## config.mk

```make
export PLATFORM = sky130hd
export DESIGN_NAME = ebaf_ctrl
export DESIGN_NICKNAME = d
export VERILOG_FILES = /design/src/rtl/ebaf_pkg.sv /design/src/rtl/ebaf_ctrl.sv
export SDC_FILE = /design/constraint.sdc
export NUM_CORES = 1
export LEC_CHECK = 0
export BUFFER_PORTS_ARGS = -buffer_cell sky130_fd_sc_hd__buf_2
export CORE_AREA = 2 2 39 41
export DETAILED_ROUTE_END_ITERATION = 10
export DIE_AREA = 0 0 41 43
export HOLD_SLACK_MARGIN = 0.03
export PLACE_DENSITY = 0.4
export SLEW_MARGIN = 0
export SYNTH_ARGS = -nofsm -noshare
export SYNTH_HDL_FRONTEND = slang
export SYNTH_SLANG_ARGS = --single-unit
```

## constraint.sdc

```tcl
create_clock -name clk_i -period 3.3 [get_ports clk_i]
set_clock_uncertainty 0.1 [all_clocks]
set_input_delay 0.33 -clock clk_i [delete_from_list [all_inputs] [get_ports clk_i]]
set_output_delay 0.33 -clock clk_i [all_outputs]
set_load 0.01 [all_outputs]
```

## src/rtl/ebaf_pkg.sv

```systemverilog
package ebaf_pkg;

  localparam int MAX_WIDTH_DEF  = 256;
  localparam int MAX_HEIGHT_DEF = 256;
  localparam int MAX_RADIUS_DEF = 3;
  localparam int TIME_BITS_DEF  = 32;

  // fixed field widths
  localparam int PIX_W      = 8;
  localparam int TS_W       = 32;
  localparam int WIN_W      = 32;
  localparam int RAD_REG_W  = 2;
  localparam int DIM_W      = 9;
  localparam int CFG_IDX_W  = 2;
  localparam int CFG_DATA_W = 32;

  // register reset values
  localparam logic [WIN_W-1:0]     TIME_WINDOW_RST  = WIN_W'(10000);
  localparam logic [RAD_REG_W-1:0] RADIUS_RST       = RAD_REG_W'(1);
  localparam logic [DIM_W-1:0]     FRAME_WIDTH_RST  = DIM_W'(256);
  localparam logic [DIM_W-1:0]     FRAME_HEIGHT_RST = DIM_W'(256);

  typedef enum logic [CFG_IDX_W-1:0] {
    CFG_TIME_WINDOW  = 2'd0,
    CFG_RADIUS       = 2'd1,
    CFG_FRAME_WIDTH  = 2'd2,
    CFG_FRAME_HEIGHT = 2'd3
  } cfg_reg_e;

  // controller -> datapath
  typedef struct packed {
    logic load;      // capture input event
    logic rd;        // read one neighbor, advance position
    logic wr;        // write own pixel entry
    logic clr;       // clearing pass write
    logic out_load;  // move event into output register
  } ebaf_cmd_t;

  // datapath -> controller
  typedef struct packed {
    logic in_frame;
    logic pos_last;
    logic pass;
    logic clr_last;
    logic out_free;
  } ebaf_sts_t;

endpackage

```

## src/rtl/ebaf_ctrl.sv

```systemverilog
module ebaf_ctrl
  import ebaf_pkg::*;
(
  input  logic      clk_i,
  input  logic      rst_ni,
  input  logic      in_valid_i,
  output logic      in_stall_o,
  input  ebaf_sts_t sts_i,
  output ebaf_cmd_t cmd_o
);

  typedef enum logic [2:0] {
    ST_CLEAR,
    ST_IDLE,
    ST_READ,
    ST_WRITE,
    ST_DONE
  } state_e;

  state_e state_q, state_d;

  always_ff @(posedge clk_i or negedge rst_ni) begin
    if (!rst_ni) begin
      state_q <= ST_CLEAR;
    end else begin
      state_q <= state_d;
    end
  end

  always_comb begin
    state_d    = state_q;
    cmd_o      = '0;
    in_stall_o = 1'b1;
    unique case (state_q)
      ST_CLEAR: begin
        cmd_o.clr = 1'b1;
        if (sts_i.clr_last) begin
          state_d = ST_IDLE;
        end
      end
      ST_IDLE: begin
        in_stall_o = 1'b0;
        if (in_valid_i) begin
          cmd_o.load = 1'b1;
          state_d    = ST_READ;
        end
      end
      ST_READ: begin
        if (!sts_i.in_frame) begin
          state_d = ST_IDLE;
        end else begin
          cmd_o.rd = 1'b1;
          if (sts_i.pos_last) begin
            state_d = ST_WRITE;
          end
        end
      end
      ST_WRITE: begin
        cmd_o.wr = 1'b1;
        state_d  = ST_DONE;
      end
      ST_DONE: begin
        // finish once the result (if any) has a place to go
        if (!sts_i.pass || sts_i.out_free) begin
          cmd_o.out_load = sts_i.pass;
          in_stall_o     = 1'b0;
          if (in_valid_i) begin
            cmd_o.load = 1'b1;
            state_d    = ST_READ;
          end else begin
            state_d = ST_IDLE;
          end
        end
      end
      default: begin
        state_d = ST_CLEAR;
      end
    endcase
  end

  a_wr_in_frame : assert property (@(posedge clk_i) disable iff (!rst_ni)
    cmd_o.wr |-> sts_i.in_frame)
    else $error("own-pixel write for an out-of-frame event");

  a_wr_after_rd : assert property (@(posedge clk_i) disable iff (!rst_ni)
    cmd_o.wr |-> $past(cmd_o.rd))
    else $error("own-pixel write not directly after last neighbor read");

  a_clr_alone : assert property (@(posedge clk_i) disable iff (!rst_ni)
    cmd_o.clr |-> (!cmd_o.load && !cmd_o.rd && !cmd_o.wr))
    else $error("event activity during clearing pass");

endmodule

```

== Word-level counts from Yosys, hierarchy flattened ==
Index checks and enable logic that the tools add are counted.
Operators by class
  muxes and demuxes: 18
  equal/unequal tests: 8
  reductions and logical operators: 4
Operators by type and width (number)
  $mux 3: 5
  $pmux 3 s5: 1
  $mux 1: 9
  $eq 3x2->1 const B: 2
  $ne 2x2->1 const B: 3
  $pmux 1 s2: 2
  $reduce_and 4->1: 1
  $eq 3x1->1 const B: 1
  $eq 3x3->1 const B: 1
  $logic_not 3->1: 1
  $ne 3x3->1 const B: 1
  $mux 2: 1
  $logic_not 1->1: 1
  $logic_or 1x1->1: 1
Word-level totals
  output and inout port bits: 6
  bits in registers: 3
  bits of input ports: 8
  logic and storage cells: 31

== Logic depth before layout (Yosys ltp) ==
  word-level depth: 4
  depth in mapped cells: 5
  depth with buffers taken out: 4

== Least setup slack after synthesis ==
OpenSTA, ideal clock, no wires.
  path kind: register -> output
  from: register state_q[0]
  to: output port cmd_o[0] (netlist bit)
  cell stages (with the launch flop): 5
  data arrival time: 0.951 ns
  setup slack: 1.919 ns
  path buffers: 1
  required time: 2.870 ns
  cell sequence: dfrtp_1 buf_6 nor2b_1 and2b_1 and3_1
RTL lines
  start: declaration: RTL line ebaf_ctrl.sv:20  | state_e state_q, state_d;
  start signal: assignment: RTL line ebaf_ctrl.sv:26  | state_q <= state_d;
  end: declaration: RTL line ebaf_ctrl.sv:9  | output ebaf_cmd_t cmd_o

== Worst setup path after layout ==
  from: register state_q[0]
  to: output port in_stall_o
On the way
  longest elaborated chain between the ends: 2
  elaborated cells between the ends (all ways): 3
  classes of those cells: 2 x eq/ne; 1 x mux
RTL lines
  $eq 3x3->1 or $eq 3x1->1 (tied branches): RTL line ebaf_ctrl.sv:34  | unique case (state_q)
  $pmux 1 s2 *: RTL line ebaf_ctrl.sv:34
  end: declaration: RTL line ebaf_ctrl.sv:7  | output logic in_stall_o,
Every way passes the cells marked *; elsewhere a longest branch is shown, timed or not.

==> report_table.html <==
<table>
<tr><th>Metric</th><th>Value</th></tr>
<tr><th colspan="2">Pwr</th></tr>
<tr><td>Areal power density over the cells</td><td>890 mW/mm^2</td></tr>
<tr><td>Highest ir drop seen on vdd</td><td>310 uV</td></tr>
<tr><td>P_leak</td><td>0.208 nW</td></tr>
<tr><th colspan="2">Global routing</th></tr>
<tr><td>Vias in the first global route</td><td>281</td></tr>
<tr><td>All-Layer GR Usage</td><td>0.0876</td></tr>
<tr><td>Maximum number of pins on one net before global-route repair</td><td>13</td></tr>
<tr><td>Grt ovf</td><td>0</td></tr>
<tr><td>Wire length of the first global-routing pass</td><td>1.06 mm</td></tr>
<tr><td>Antenna violations before repair</td><td>0</td></tr>
<tr><th colspan="2">Yosys</th></tr>
<tr><td>Yosys reg bits</td><td>3</td></tr>
<tr><td>Number of warnings reported in the yosys synthesis log</td><td>0</td></tr>
<tr><td>Area of the mapped netlist</td><td>280 um^2</td></tr>
<tr><td>Largest cells by area after synthesis</td><td>sky130_fd_sc_hd__dfrtp_1 27%, sky130_fd_sc_hd__buf_6 8.0%, sky130_fd_sc_hd__nor2b_1 6.7%, sky130_fd_sc_hd__nor3_1 5.4%, sky130_fd_sc_hd__mux2_4 5.4%</td></tr>
<tr><td>Area fraction of the dominant cell type after synthesis</td><td>0.268</td></tr>
<tr><td>Post-synthesis average cell area</td><td>8.24 um^2</td></tr>
<tr><td>Sequential share of the synthesized area</td><td>0.268</td></tr>
<tr><td>Library cells used by synthesis</td><td>22</td></tr>
<tr><td>Post-synth net total</td><td>42</td></tr>
<tr><td>Cell type with the highest aggregate area in the netlist</td><td>sky130_fd_sc_hd__dfrtp_1</td></tr>
<tr><td>Gate count of the mapped netlist</td><td>34</td></tr>
<tr><th colspan="2">Worst hold path</th></tr>
<tr><td>Hold-critical path endpoint</td><td>state_q[1]</td></tr>
<tr><td>Depth of the worst hold-timing path</td><td>2</td></tr>
<tr><td>Worst hold start</td><td>sts_i[3]</td></tr>
<tr><td>Worst min-delay path class</td><td>input port to register</td></tr>
<tr><th colspan="2">Clock tree</th></tr>
<tr><td>Num Clock Sinks</td><td>3</td></tr>
<tr><td>Post-CTS Repair Setup Buffers</td><td>0</td></tr>
<tr><td>Number of CTS-inserted buffers</td><td>3</td></tr>
<tr><td>Clock-pin slew on the worst setup and hold paths</td><td>40 ps</td></tr>
<tr><td>Buffer levels on the longest clock path</td><td>2</td></tr>
<tr><td>Deepest level of the CTS H-tree</td><td>1</td></tr>
<tr><td>TritonCTS clock tree</td><td>yes</td></tr>
<tr><td>Total of hold buffers inserted after clock tree synthesis</td><td>1</td></tr>
<tr><td>Root buffer selected by CTS</td><td>sky130_fd_sc_hd__clkbuf_4</td></tr>
<tr><td>Post-CTS Resized</td><td>0</td></tr>
<tr><td>Clk_lat worst skew</td><td>230 ps</td></tr>
<tr><th colspan="2">Floorplan</th></tr>
<tr><td>Row count</td><td>14</td></tr>
<tr><td>Die Y-Extent</td><td>43 um</td></tr>
<tr><td>Starting density of the core</td><td>0.203</td></tr>
<tr><td>Placeable core region</td><td>0.00138 mm^2</td></tr>
<tr><td>Die Outline Area</td><td>0.00176 mm^2</td></tr>
<tr><td>Die X</td><td>41 um</td></tr>
<tr><td>Top-level port count</td><td>14</td></tr>
<tr><th colspan="2">Flow run</th></tr>
<tr><td>Max capacitance violation total</td><td>0</td></tr>
<tr><th colspan="2">Timing</th></tr>
<tr><td>Setup-failing EPs final</td><td>0</td></tr>
<tr><td>Final Hold Violating Endpoints</td><td>0</td></tr>
<tr><td>Unrepaired setup endpoints after global routing</td><td>no</td></tr>
<tr><td>Max_slew headroom</td><td>0.790</td></tr>
<tr><td>Clock period minus worst slack</td><td>1780 ps</td></tr>
<tr><td>Slew Limit Fails</td><td>0</td></tr>
<tr><td>Peak clock frequency supported by timing</td><td>563 MHz</td></tr>
<tr><td>Slew at the pin closest to its max-slew limit</td><td>315 ps</td></tr>
<tr><td>Period utilisation layout</td><td>0.538</td></tr>
<tr><td>Final setup TNS</td><td>0 ps</td></tr>
<tr><th colspan="2">Finish</th></tr>
<tr><td>Number of antenna cells inserted</td><td>0</td></tr>
<tr><td>Top flop regs</td><td>state_q x3</td></tr>
<tr><td>Register with the most flip-flops</td><td>state_q</td></tr>
<tr><td>Most common library cell in the layout ignoring fill and taps</td><td>sky130_fd_sc_hd__buf_2</td></tr>
<tr><td>Final nets</td><td>59</td></tr>
<tr><td>Fraction of layout instances using a drive strength above 1</td><td>0.380</td></tr>
<tr><td>Relative area change from synthesis to final layout</td><td>35.3%</td></tr>
<tr><td>Max FFs per register</td><td>3</td></tr>
<tr><td>Fill cell instance count of the final layout</td><td>161</td></tr>
<tr><td>Fin area</td><td>379 um^2</td></tr>
<tr><th colspan="2">Critical path</th></tr>
<tr><td>Worst setup slack for register-to-register paths</td><td>1920 ps</td></tr>
<tr><td>Crit path max-delay family</td><td>flip-flops</td></tr>
<tr><td>Signal arrival time at the worst endpoint</td><td>1350 ps</td></tr>
<tr><td>Required arrival time at the worst endpoint</td><td>2870 ps</td></tr>
<tr><td>Reg2reg path depth</td><td>4</td></tr>
<tr><td>Startpoint-to-endpoint class of the critical path</td><td>register to primary output</td></tr>
<tr><td>Endpoint of the lowest-slack register-to-register path</td><td>state_q[1]</td></tr>
<tr><td>Critical R2R Launch</td><td>state_q[1]</td></tr>
<tr><td>Crit-path slowest cell</td><td>sky130_fd_sc_hd__dfrtp_1</td></tr>
<tr><td>Cells along the critical path</td><td>nor2b_1, a21oi_1, or2_1, buf_2</td></tr>
<tr><td>Endpoint class of the critical path</td><td>primary output</td></tr>
<tr><td>CP Launch Type</td><td>register</td></tr>
<tr><td>Peak per-stage delay on the critical path</td><td>460 ps</td></tr>
<tr><td>Highest net fanout along the worst path</td><td>8</td></tr>
<tr><td>Critical path buffer and inverter count</td><td>1</td></tr>
<tr><th colspan="2">Routing</th></tr>
<tr><td>Antenna Nets Post-Route</td><td>0</td></tr>
<tr><td>DRC viols</td><td>0</td></tr>
<tr><td>Routed length per placed instance</td><td>9.17 um</td></tr>
<tr><td>Post-detailed-route via-to-cell ratio</td><td>4.23</td></tr>
<tr><td>Post-Route WL</td><td>605 um</td></tr>
<tr><td>Vias</td><td>279</td></tr>
<tr><td>Number of iterations in the first detailed-routing pass</td><td>2</td></tr>
<tr><td>Iter 0 DRT Violations</td><td>1</td></tr>
<tr><th colspan="2">Placed design</th></tr>
<tr><td>Placed cell area</td><td>343 um^2</td></tr>
<tr><td>Hpwl dp</td><td>486 um</td></tr>
<tr><td>Final GP Congestion</td><td>0.622</td></tr>
<tr><td>Count of buffers inserted at the top-level ports</td><td>13</td></tr>
<tr><th colspan="2">Outcome</th></tr>
<tr><td>Status</td><td>finished clean</td></tr>
</table>
## where the power goes
group          total (mW)  internal [mW]  leakage (nW)  switching [mW]
Combinational       0.182         0.0990         0.156          0.0833
Sequential         0.0915         0.0546        0.0376          0.0369
Clock              0.0636         0.0453        0.0150          0.0184
Total               0.338          0.199         0.208           0.139
## Yosys cell counts (all sizes together)
library cell / instances
buf: 2
o21ai: 2
a22oi: 1
mux2: 1
o22ai: 1
inv: 2
and3b: 1
a2bb2oi: 1
a21oi: 2
nand3: 1
and3: 1
nand2: 1
nor2b: 3
dfrtp: 3
and2b: 1
nor3: 3
and2: 1
o21a: 1
a21o: 1
nor2: 3
or2: 2
## worst max path at each step
stage / from / to / slack [ps] / cells past startpoint
4_1_cts: state_q[0] / in_stall_o / 1520 / 4
3_3_place_gp: sts_i[0] / in_stall_o / 1710 / 6
5_1_grt: state_q[0] / cmd_o[4] / 1400 / 4
6_report: state_q[0] / in_stall_o / 1520 / 4
2_1_floorplan: state_q[0] / cmd_o[0] / 1920 / 4
3_5_place_dp: sts_i[0] / in_stall_o / 1730 / 6
## per-stage QoR
stage	setup WS [ps]	total power, mW	util	cells	hold slack [ps]
2_1_floorplan	1920	0.243	-	34	-65.6
3_3_place_gp	1710	0.278	0.248	61	30.2
3_5_place_dp	1730	0.275	0.248	61	27.5
4_1_cts	1520	0.344	0.274	66	212
5_1_grt	1400	0.375	0.274	66	220
6_report	1520	0.338	0.274	66	220
## metal layers
layer / part of all wire / GRT usage
met5: 0 / 0
met4: 0 / 0.0600
met3: 0.031 / 0.0157
met2: 0.53 / 0.134
met1: 0.44 / 0.104
## cell families (layout without fill, tap and decap cells)
logic type / Yosys count / count (layout) / share of synthesized area
buf+inv: 4 / 20 / 0.107
flops: 3 / 3 / 0.268
mux: 1 / 1 / 0.0536
simple gates: 17 / 17 / 0.344
compound gates: 9 / 9 / 0.228
## layout make-up
cell class / count / area (um^2) / area share
Multi-Input combinational cell: 27 / 175 / 0.462
Clock buffer: 4 / 26.3 / 0.0693
Tap cell: 16 / 20.0 / 0.0528
Timing Repair Buffer: 14 / 75.1 / 0.198
Inverter: 2 / 7.51 / 0.0198
Sequential cell: 3 / 75.1 / 0.198
(Power assumes the default switching activity.)
